$ cat src/sv/assert_macros.svh
`ifndef ASSERT_MACROS_SVH
`define ASSERT_MACROS_SVH

// Checked on every rising clock edge, ignored while reset is asserted.
`define GPC_ASSERT(lbl, prop, msg) \
  lbl: assert property (@(posedge clk) disable iff (!rst_n) prop) else $error(msg);

// Checked on every rising clock edge, reset included.
`define GPC_ASSERT_ALWAYS(lbl, prop, msg) \
  lbl: assert property (@(posedge clk) prop) else $error(msg);

`endif

$ cat src/sv/gpc_pkg.sv
package gpc_pkg;

  localparam int REQ_W   = 3;
  localparam int PIN_W   = 7;
  localparam int VAL_W   = 2;
  localparam int MODE_W  = 3;
  localparam int PULL_W  = 2;

  localparam int NUM_PINS_DEF = 103;

  localparam logic [REQ_W-1:0] REQ_SET_DIR   = 3'd0;
  localparam logic [REQ_W-1:0] REQ_SET_LEVEL = 3'd1;
  localparam logic [REQ_W-1:0] REQ_SET_PULL  = 3'd2;
  localparam logic [REQ_W-1:0] REQ_RD_LEVEL  = 3'd3;
  localparam logic [REQ_W-1:0] REQ_RD_MODE   = 3'd4;

  localparam logic [VAL_W-1:0] VAL_PULL_UP   = 2'd1;
  localparam logic [VAL_W-1:0] VAL_PULL_DOWN = 2'd2;

  localparam logic [PULL_W-1:0] PULL_NONE = 2'd0;
  localparam logic [PULL_W-1:0] PULL_UP   = 2'd1;
  localparam logic [PULL_W-1:0] PULL_DOWN = 2'd2;

  localparam logic [MODE_W-1:0] MODE_INPUT  = 3'd0;
  localparam logic [MODE_W-1:0] MODE_OUTPUT = 3'd1;

  // One stored entry per pin.
  typedef struct packed {
    logic [PULL_W-1:0] pull;
    logic              level;
    logic [MODE_W-1:0] mode;
  } pin_word_t;

  localparam int WORD_W = $bits(pin_word_t);

  typedef struct packed {
    logic              ok;
    logic              level;
    logic [MODE_W-1:0] mode;
    logic              is_output;
  } pin_res_t;

endpackage

$ cat src/sv/gpc_ram.sv
module gpc_ram #(
  parameter int WIDTH = 8,
  parameter int DEPTH = 16,
  localparam int AW = (DEPTH > 1) ? $clog2(DEPTH) : 1
) (
  input  logic             clk,
  input  logic             we,
  input  logic [AW-1:0]    waddr,
  input  logic [WIDTH-1:0] wdata,
  input  logic             re,
  input  logic [AW-1:0]    raddr,
  output logic [WIDTH-1:0] rdata
);

  logic [WIDTH-1:0] mem [DEPTH];

  // Read returns the old contents on a same-address write.
  always_ff @(posedge clk) begin
    if (we) begin
      mem[waddr] <= wdata;
    end
    if (re) begin
      rdata <= mem[raddr];
    end
  end

endmodule

$ cat src/sv/gpc_update.sv
module gpc_update (
  input  logic [gpc_pkg::REQ_W-1:0] req_type,
  input  logic [gpc_pkg::VAL_W-1:0] value,
  input  logic                      ok,
  input  gpc_pkg::pin_word_t        old_word,
  output logic                      we,
  output gpc_pkg::pin_word_t        new_word,
  output gpc_pkg::pin_res_t         res
);

  import gpc_pkg::*;

  always_comb begin
    new_word = old_word;
    we       = 1'b0;
    case (req_type)
      REQ_SET_DIR: begin
        // direction replaces the whole mode, alternate functions are lost
        new_word.mode = (value != '0) ? MODE_OUTPUT : MODE_INPUT;
        we            = ok;
      end
      REQ_SET_LEVEL: begin
        new_word.level = (value != '0);
        we             = ok;
      end
      REQ_SET_PULL: begin
        if (value == VAL_PULL_UP) begin
          new_word.pull = PULL_UP;
        end else if (value == VAL_PULL_DOWN) begin
          new_word.pull = PULL_DOWN;
        end else begin
          new_word.pull = PULL_NONE;
        end
        we = ok;
      end
      REQ_RD_LEVEL, REQ_RD_MODE: begin
        we = 1'b0;
      end
      default: begin
        we = 1'b0;
      end
    endcase
  end

  always_comb begin
    if (ok) begin
      res.ok        = 1'b1;
      res.level     = new_word.level;
      res.mode      = new_word.mode;
      res.is_output = (new_word.mode == MODE_OUTPUT);
    end else begin
      res = '0;
    end
  end

endmodule

$ cat src/sv/gpio_pin_control_registers.sv
// Channel   Ports                                      Direction
// request   in_valid in_ready in_req_type in_pin in_value   in
// result    out_valid out_ready out_ok out_level out_mode out_is_output   out
//
// One request per cycle sustained while out_ready is high; from acceptance to
// out_valid: pin RAM read, then update/write-back into the result register.
// The single-port-pair pin RAM sets the rate: one read and one write a cycle.
// Reset clears per-pin valid bits at once, no clearing pass; unwritten pins read 0.
// A stalled result holds the update stage; in_ready drops only when both are full.
module gpio_pin_control_registers #(
  parameter int NUM_PINS = gpc_pkg::NUM_PINS_DEF
) (
  input  logic                         clk,
  input  logic                         rst_n,
  input  logic                         in_valid,
  output logic                         in_ready,
  input  logic [gpc_pkg::REQ_W-1:0]    in_req_type,
  input  logic [gpc_pkg::PIN_W-1:0]    in_pin,
  input  logic [gpc_pkg::VAL_W-1:0]    in_value,
  output logic                         out_valid,
  input  logic                         out_ready,
  output logic                         out_ok,
  output logic                         out_level,
  output logic [gpc_pkg::MODE_W-1:0]   out_mode,
  output logic                         out_is_output
);

  import gpc_pkg::*;

  `include "assert_macros.svh"

  localparam int AW = (NUM_PINS > 1) ? $clog2(NUM_PINS) : 1;

  // update stage
  logic             s1_vld_r;
  logic [REQ_W-1:0] s1_req_r;
  logic [VAL_W-1:0] s1_val_r;
  logic [AW-1:0]    s1_addr_r;
  logic             s1_ok_r;

  // last written entry, covers the read issued in the same cycle as its write
  logic             fwd_vld_r;
  logic [AW-1:0]    fwd_addr_r;
  pin_word_t        fwd_word_r;

  logic [NUM_PINS-1:0] entry_vld_r;

  logic     out_vld_r;
  pin_res_t out_res_r;

  logic       in_acc;
  logic       s1_adv;
  logic       in_ok;
  logic [WORD_W-1:0] ram_rdata;
  pin_word_t  old_word;
  pin_word_t  new_word;
  logic       upd_we;
  logic       ram_we;
  pin_res_t   upd_res;

  assign s1_adv = s1_vld_r && (!out_vld_r || out_ready);
  assign in_ready = !s1_vld_r || s1_adv;
  assign in_acc   = in_valid && in_ready;
  assign in_ok    = (in_pin < PIN_W'(NUM_PINS));
  assign ram_we   = s1_adv && upd_we;

  gpc_ram #(
    .WIDTH (WORD_W),
    .DEPTH (NUM_PINS)
  ) u_ram (
    .clk   (clk),
    .we    (ram_we),
    .waddr (s1_addr_r),
    .wdata (new_word),
    .re    (in_acc),
    .raddr (in_pin[AW-1:0]),
    .rdata (ram_rdata)
  );

  always_comb begin
    if (fwd_vld_r && (fwd_addr_r == s1_addr_r)) begin
      old_word = fwd_word_r;
    end else if (s1_ok_r && entry_vld_r[s1_addr_r]) begin
      old_word = pin_word_t'(ram_rdata);
    end else begin
      old_word = '0;
    end
  end

  gpc_update u_update (
    .req_type (s1_req_r),
    .value    (s1_val_r),
    .ok       (s1_ok_r),
    .old_word (old_word),
    .we       (upd_we),
    .new_word (new_word),
    .res      (upd_res)
  );

  always_ff @(posedge clk) begin
    if (!rst_n) begin
      s1_vld_r    <= 1'b0;
      fwd_vld_r   <= 1'b0;
      entry_vld_r <= '0;
      out_vld_r   <= 1'b0;
    end else begin
      if (in_acc) begin
        s1_vld_r <= 1'b1;
      end else if (s1_adv) begin
        s1_vld_r <= 1'b0;
      end
      if (ram_we) begin
        fwd_vld_r              <= 1'b1;
        entry_vld_r[s1_addr_r] <= 1'b1;
      end
      if (s1_adv) begin
        out_vld_r <= 1'b1;
      end else if (out_ready) begin
        out_vld_r <= 1'b0;
      end
    end
  end

  always_ff @(posedge clk) begin
    if (in_acc) begin
      s1_req_r  <= in_req_type;
      s1_val_r  <= in_value;
      s1_addr_r <= in_pin[AW-1:0];
      s1_ok_r   <= in_ok;
    end
    if (ram_we) begin
      fwd_addr_r <= s1_addr_r;
      fwd_word_r <= new_word;
    end
    if (s1_adv) begin
      out_res_r <= upd_res;
    end
  end

  assign out_valid     = out_vld_r;
  assign out_ok        = out_res_r.ok;
  assign out_level     = out_res_r.level;
  assign out_mode      = out_res_r.mode;
  assign out_is_output = out_res_r.is_output;

  `GPC_ASSERT(a_no_write_bad_pin, ram_we |-> s1_ok_r, "write to an invalid pin")
  `GPC_ASSERT(a_bad_pin_zero,
              (out_vld_r && !out_res_r.ok) |-> (out_res_r.mode == MODE_INPUT &&
              !out_res_r.level && !out_res_r.is_output),
              "invalid pin result not zero")
  `GPC_ASSERT(a_mode_range, out_vld_r |-> (out_res_r.mode == MODE_INPUT ||
              out_res_r.mode == MODE_OUTPUT), "stored mode out of range")
  `GPC_ASSERT(a_adv_to_out, s1_adv |=> out_vld_r, "advanced request lost")
  `GPC_ASSERT(a_write_marks, ram_we |=> (fwd_vld_r && entry_vld_r[$past(s1_addr_r)]),
              "written entry not marked valid")
  `GPC_ASSERT_ALWAYS(a_ready_when_empty, !s1_vld_r |-> in_ready, "ready low while empty")

endmodule

$ cat config.mk
export PLATFORM = sky130hd
export DESIGN_NAME = gpio_pin_control_registers
export DESIGN_NICKNAME = d
export VERILOG_FILES = /design/src/sv/gpc_pkg.sv /design/src/sv/gpc_ram.sv /design/src/sv/gpc_update.sv /design/src/sv/gpio_pin_control_registers.sv
export VERILOG_INCLUDE_DIRS = /design/src /design/src/sv
export SDC_FILE = /design/constraint.sdc
export NUM_CORES = 1
export LEC_CHECK = 0
export BUFFER_PORTS_ARGS = -buffer_cell sky130_fd_sc_hd__clkbuf_2
export CORE_MARGIN = 2
export CORE_UTILIZATION = 45
export DETAILED_ROUTE_END_ITERATION = 7
export GPL_ROUTABILITY_DRIVEN = 0
export PLACE_DENSITY_LB_ADDON = 0.25
export SLEW_MARGIN = 20
export SYNTH_ARGS = -nofsm -noshare
export SYNTH_HDL_FRONTEND = slang
export SYNTH_SLANG_ARGS = --single-unit
$ cat constraint.sdc
create_clock -name clk -period 13.3 [get_ports clk]
set_input_delay 2.66 -clock clk [delete_from_list [all_inputs] [get_ports clk]]
set_output_delay 2.66 -clock clk [all_outputs]
set_load 0.01 [all_outputs]
Yosys cells after proc, flatten, opt, wreduce, memory -nomap -nowiden
Memories as Yosys holds them, arrays and structs flattened. A register that Yosys moved wholly into a read port is not among the register bits.
Index checks and enable logic that the tools add are counted.
- order comparisons: 3
- eq/ne operators: 6
- muxes and demuxes: 20
- bitwise gates (word level): 1
- reduce and logical (&&, ||, !) cells: 15
- operators with widths (cell ; number):
    $or 103x103->103 ; 1
    $mux 6 ; 3
    $mux 1 ; 11
    $lt 7x8->1 const B ; 1
    $bmux 1 s7 ; 1
    $demux 1 s7 ; 1
    $eq 7x7->1 ; 1
    $ge 7x1->1 const B ; 1
    $lt 7x7->1 const B ; 1
    $eq 3x1->1 const B ; 2
    $logic_and 1x1->1 ; 6
    $mux 2 ; 3
    $reduce_bool 2->1 ; 3
    $eq 3x2->1 const B ; 1
    $logic_not 3->1 ; 1
    $mux 3 ; 1
    $reduce_or 3->1 ; 1
    $eq 2x1->1 const B ; 1
    $eq 2x2->1 const B ; 1
    $logic_not 1->1 ; 2
    $logic_or 1x1->1 ; 2
- bits in registers: 138
- RAM bits: 618
- input bits: 16
- output and inout bits: 8
- word-level logic and storage cells: 62
- memories: 1
- memory list (memory ; depth ; width ; read ports ; clocked after memory_dff ; write ports ; RTL line ; source):
    u_ram.mem ; 103 ; 6 ; 1 ; 1 ; 1 ; gpc_ram.sv:15 ; logic [WIDTH-1:0] mem [DEPTH];

Longest topological paths before layout
- word-level depth: 8
- gate-level depth with buffers: 11
- gate-level depth less buffers: 7

Cells and area by module
Synthesis repeated with hierarchy kept, for this count alone.
- cell total of the unflattened synthesis: 1822
- area, all modules: 30604.4 um2
- by module, submodules not included (module ; times used ; cells an instance ; area each (um2) ; seq. area each (um2)):
    gpc_ram ; 1 ; 1246 ; 24751.2 ; 18738.0
    gpio_pin_control_registers ; 1 ; 551 ; 5645.4 ; 3083.0
    gpc_update ; 1 ; 25 ; 207.7 ; 0.0

Least setup slack after synthesis
OpenSTA, ideal clock, no wires.
- path type: flip-flop to flip-flop
- from: register s1_addr_r[0]
- to: register fwd_word_r[0] (netlist bit) (data pin)
- library setup time: 1.038 ns
- arrival time: 6.034 ns
- slack: 6.228 ns
- cell stages (with the launch flop): 9
- buffers on the path: 2
- period minus slack after synthesis: 7.072 ns
- cell sequence: edfxtp_1 > buf_6 > buf_6 > mux4_2 > mux4_2 > mux2i_1 > o32ai_1 > nor3_4 > o31ai_1
- RTL lines (element ; RTL line ; source):
    start, declared ; gpio_pin_control_registers.sv:38 ; logic [AW-1:0] s1_addr_r;
    start signal, assigned ; gpio_pin_control_registers.sv:128 ; s1_addr_r <= in_pin[AW-1:0];
    end signal, assigned ; gpio_pin_control_registers.sv:133 ; fwd_word_r <= new_word;
    end, declared ; gpio_pin_control_registers.sv:44 ; pin_word_t fwd_word_r;

Worst setup path after layout
- from: input port out_ready
- to: output port in_ready
- cells in the longest elaborated chain, start to end: 3
- ends and longest elaborated chain (element ; RTL line ; source):
    start, declared ; gpio_pin_control_registers.sv:21 ; input logic out_ready,
    $logic_or 1x1->1 ; gpio_pin_control_registers.sv:61 ; assign s1_adv = s1_vld_r && (!out_vld_r || out_ready);
    $logic_and 1x1->1 ; gpio_pin_control_registers.sv:61 ;
    $logic_or 1x1->1 ; gpio_pin_control_registers.sv:62 ; assign in_ready = !s1_vld_r || s1_adv;
    end, declared ; gpio_pin_control_registers.sv:16 ; output logic in_ready,
No other way between the ends.

==> impl_metrics.xml <==
<?xml version="1.0" encoding="UTF-8"?>
<metrics>
  <group name="routing">
    <metric name="wire_per_inst" unit="um">26.6</metric>
    <metric name="route.detailed.drc" unit="">0</metric>
    <metric name="antenna_left" unit="">0</metric>
    <metric name="vias" unit="">10800</metric>
    <metric name="postRouteWirelength" unit="um">48600</metric>
    <metric name="post_drt_via_cell_ratio" unit="">5.93</metric>
    <metric name="firstDrtPassIters" unit="">5</metric>
    <metric name="drt-initial-drc-count" unit="">1047</metric>
  </group>
  <group name="final_layout">
    <metric name="final_nets" unit="">1190</metric>
    <metric name="final_design_area_no_fill" unit="um^2">23900</metric>
    <metric name="syn_to_final_growth" unit="%">11.3</metric>
    <metric name="fillCellCount" unit="">3729</metric>
    <metric name="diodes" unit="">0</metric>
    <metric name="final_layout_size_suffix_gt1_share" unit="%">22.0</metric>
  </group>
  <group name="global_routing">
    <metric name="grt_use_total" unit="%">20.2</metric>
    <metric name="grt_first_pass_wirelength" unit="um">73400</metric>
    <metric name="globalRouteOverflowTotal" unit="">0</metric>
    <metric name="number_of_global_route_vias_before_repair" unit="">10900</metric>
    <metric name="grt_max_degree" unit="">105</metric>
    <metric name="grt_antenna_before_repair" unit="">0</metric>
  </group>
  <group name="die">
    <metric name="placementRows" unit="">79</metric>
    <metric name="die_h" unit="um">222</metric>
    <metric name="io-pin-count" unit="">24</metric>
    <metric name="initial_cell_density_of_the_core" unit="%">45.9</metric>
    <metric name="die_x" unit="um">222</metric>
    <metric name="placeableCoreArea" unit="um^2">46800</metric>
    <metric name="die_area" unit="um^2">49400</metric>
  </group>
  <group name="place">
    <metric name="placedInstanceArea" unit="um^2">22100</metric>
    <metric name="detailed_place_hpwl" unit="um">29400</metric>
    <metric name="port-buffer-count" unit="">23</metric>
  </group>
  <group name="synthesis">
    <metric name="async_reset_ff_share" unit="%">0</metric>
    <metric name="postSynthAreaPerCell" unit="um^2">18.7</metric>
    <metric name="post-synth-top-area-cell" unit="">edfxtp_1</metric>
    <metric name="ffs_latches_synth" unit="">552</metric>
    <metric name="yosys.cell_types.count" unit="">41</metric>
    <metric name="synth-edff-count" unit="">446</metric>
    <metric name="synth_top_cells_by_area" unit="">edfxtp_1 (62%), mux4_2 (15%), dfxtp_1 (9.9%)</metric>
    <metric name="netlist_top_cells_count" unit="">edfxtp_1 (446), mux4_2 (143), nor2_1 (115), dfxtp_1 (106), o21a_1 (105)</metric>
    <metric name="synth.yosys.seq_area_share" unit="%">72.4</metric>
    <metric name="post_synth_instance_area" unit="um^2">21400</metric>
    <metric name="mappedNetlistNets" unit="">1165</metric>
    <metric name="synthFlopType" unit="">edfxtp_1</metric>
    <metric name="yosysTopAreaCellShare" unit="%">62.5</metric>
    <metric name="synth_cells" unit="">1149</metric>
    <metric name="ys.warnings.count" unit="">0</metric>
    <metric name="yosysMostFrequentCell" unit="">edfxtp_1</metric>
  </group>
  <group name="sta">
    <metric name="rsz0062_at_grt" unit="">no</metric>
    <metric name="max-slew-margin-rel" unit="%">21.1</metric>
    <metric name="hold_viol" unit="">0</metric>
    <metric name="post-route-min-period" unit="ns">5.85</metric>
    <metric name="finalMaxSlewViolations" unit="">0</metric>
    <metric name="post-route-period-util" unit="%">44.0</metric>
    <metric name="finalClockSkew" unit="ns">0.0219</metric>
    <metric name="timing.fmax" unit="GHz">0.171</metric>
    <metric name="final_setup_vio_count" unit="">0</metric>
    <metric name="setup_tns" unit="ns">0</metric>
    <metric name="timing_worst_slew_pin_value" unit="ns">1.18</metric>
  </group>
  <group name="status">
    <metric name="outcome" unit="">completed</metric>
  </group>
  <group name="critical_path">
    <metric name="worstPathRequired" unit="ns">10.64</metric>
    <metric name="critPathLaunchType" unit="">input port</metric>
    <metric name="crit-reg2reg-capture" unit="">u_ram.mem[13][3]$_DFFE_PP_</metric>
    <metric name="worstPathArrival" unit="ns">3.19</metric>
    <metric name="worstSetupEndpointType" unit="">output port</metric>
    <metric name="reg2reg_setup_slack" unit="ns">8.34</metric>
    <metric name="rr_worst_depth" unit="">9</metric>
    <metric name="critPathMaxFanout" unit="">4</metric>
    <metric name="classification_of_the_worst_setup_path" unit="">in2out</metric>
    <metric name="critical_path.reg2reg.startpoint" unit="">s1_addr_r[2]$_DFFE_PP_</metric>
  </group>
  <group name="cts">
    <metric name="root_buffer" unit="">clkbuf_16</metric>
    <metric name="tritoncts.num_buffers" unit="">53</metric>
    <metric name="postCtsSetupBuffers" unit="">0</metric>
    <metric name="tritoncts" unit="">yes</metric>
    <metric name="cts.clk_slew.worst_paths" unit="ns">0.05</metric>
    <metric name="cts_hold_repair.buffers" unit="">0</metric>
    <metric name="cts_buffer_depth" unit="">3</metric>
    <metric name="clkLatencyLatePin" unit="ns">0.60</metric>
    <metric name="post_cts_resized" unit="">0</metric>
    <metric name="clock_tree.htree_level_count" unit="">2</metric>
    <metric name="cts_sinks" unit="">552</metric>
  </group>
  <group name="hold_path">
    <metric name="worst_hold_end" unit="">entry_vld_r[30]$_SDFFE_PN0P_</metric>
    <metric name="min-delay-start" unit="">entry_vld_r[30]$_SDFFE_PN0P_</metric>
    <metric name="min-delay-path-class" unit="">reg2reg</metric>
    <metric name="hold_path_depth" unit="">1</metric>
  </group>
  <group name="job">
    <metric name="cap_violations" unit="">0</metric>
  </group>
  <group name="pwr">
    <metric name="p_per_area" unit="nW/um^2">146</metric>
    <metric name="power.static_leakage" unit="nW">7.71</metric>
    <metric name="worst_ir_drop_vdd" unit="V">0.0000908</metric>
  </group>
</metrics>
==> through the flow <==
stage                     setup slack, ns  power [mW]  hold slack [ns]  util, %  cells
after detailed placement             6.65        2.06            0.449     47.4   1725
after global routing                 7.36        3.59            0.474     51.0   1826
final                                7.45        3.49            0.458     51.0   1826
after floorplan                      6.23        2.01            0.421        -   1149
after global placement               6.66        2.06            0.442     47.4   1725
after CTS                            7.30        3.51            0.463     51.0   1825
==> registers in the layout, indices dropped and copies added, names as in the netlist <==
signal	cells
out_ok	1
s1_val_r	2
fwd_word_r	4
entry_vld_r	103
u_ram.rdata	4
u_ram.mem	412
s1_ok_r	1
out_mode	3
s1_req_r	3
fwd_addr_r	7
s1_vld_r	1
out_level	1
out_valid	1
out_is_output	1
s1_addr_r	7
fwd_vld_r	1
==> worst max-delay path by stage <==
stage	startpoint	to	slack [ns]	cells after the start
2_1_floorplan	s1_addr_r[0]$_DFFE_PP_	fwd_word_r[0]$_DFFE_PP_	6.23	8
3_3_place_gp	in_pin[0]	u_ram.rdata[1]$_DFFE_PP_	6.66	8
3_5_place_dp	in_pin[0]	u_ram.rdata[1]$_DFFE_PP_	6.65	8
4_1_cts	in_pin[0]	u_ram.rdata[1]$_DFFE_PP_	7.30	8
5_1_grt	out_ready	in_ready	7.36	4
6_report	out_ready	in_ready	7.45	4
==> area by class of cell <==
cell class / count / area, um^2 / share of cell area [%]
clock inverter: 19 / 160 / 0.671
multi-input combinational: 526 / 5630 / 23.6
timing repair buffer: 39 / 267 / 1.12
tap: 607 / 759 / 3.18
clock buffer: 81 / 1520 / 6.39
inverter: 2 / 7.51 / 0.0315
sequential: 552 / 15500 / 65.0
==> critical path: stages <==
cell	delay, ns
clkbuf_2	0.08
nor2b_1	0.22
nand2_1	0.10
clkbuf_2	0.14
==> report_power, final <==
group / switching, mW / leakage [nW] / internal (mW)
combinational: 0.0930 / 1.85 / 0.0595
sequential: 0.00656 / 5.04 / 1.87
clock: 0.618 / 0.818 / 0.844
==> placed cells by master, fill, tap and decap left out, types with 9 or more instances in the layout <==
cell type | synthesis | layout
clkbuf_1 | 35 | 21
clkbuf_16 | 0 | 55
o21ai_0 | 9 | 9
mux2_2 | 9 | 9
o21a_1 | 105 | 105
nor2_1 | 115 | 113
mux2i_1 | 27 | 27
mux4_2 | 143 | 143
nor2b_1 | 9 | 9
nand2_1 | 30 | 30
buf_4 | 3 | 17
edfxtp_1 | 446 | 446
clkbuf_2 | 0 | 19
o22ai_1 | 11 | 11
dfxtp_1 | 106 | 106
clkinv_1 | 0 | 11
==> logic make-up after synthesis <==
family | Yosys count | share of synthesized area, %
AOI/OAI and AO/OA | 156 | 5.30
xor gates and xnor gates | 7 | 0.286
buffers and inverters | 71 | 1.60
DFF | 552 | 72.4
muxes | 179 | 16.8
and+or+nand+nor | 184 | 3.70
==> metal layers <==
| metal | share of wire, % | GRT usage [%] | vias to the layer above | routed length (um) |
|---|---|---|---|---|
| met1 | 42 | 28.1 | 5691 | 20500 |
| met2 | 48 | 32.3 | 378 | 23200 |
| met4 | 2.7 | 7.02 | 0 | 1340 |
| met3 | 7.2 | 3.94 | 99 | 3500 |
| li1 | - | - | 4652 | - |
| met5 | 0 | 0 | - | 0 |
(Power assumes the default switching activity.)
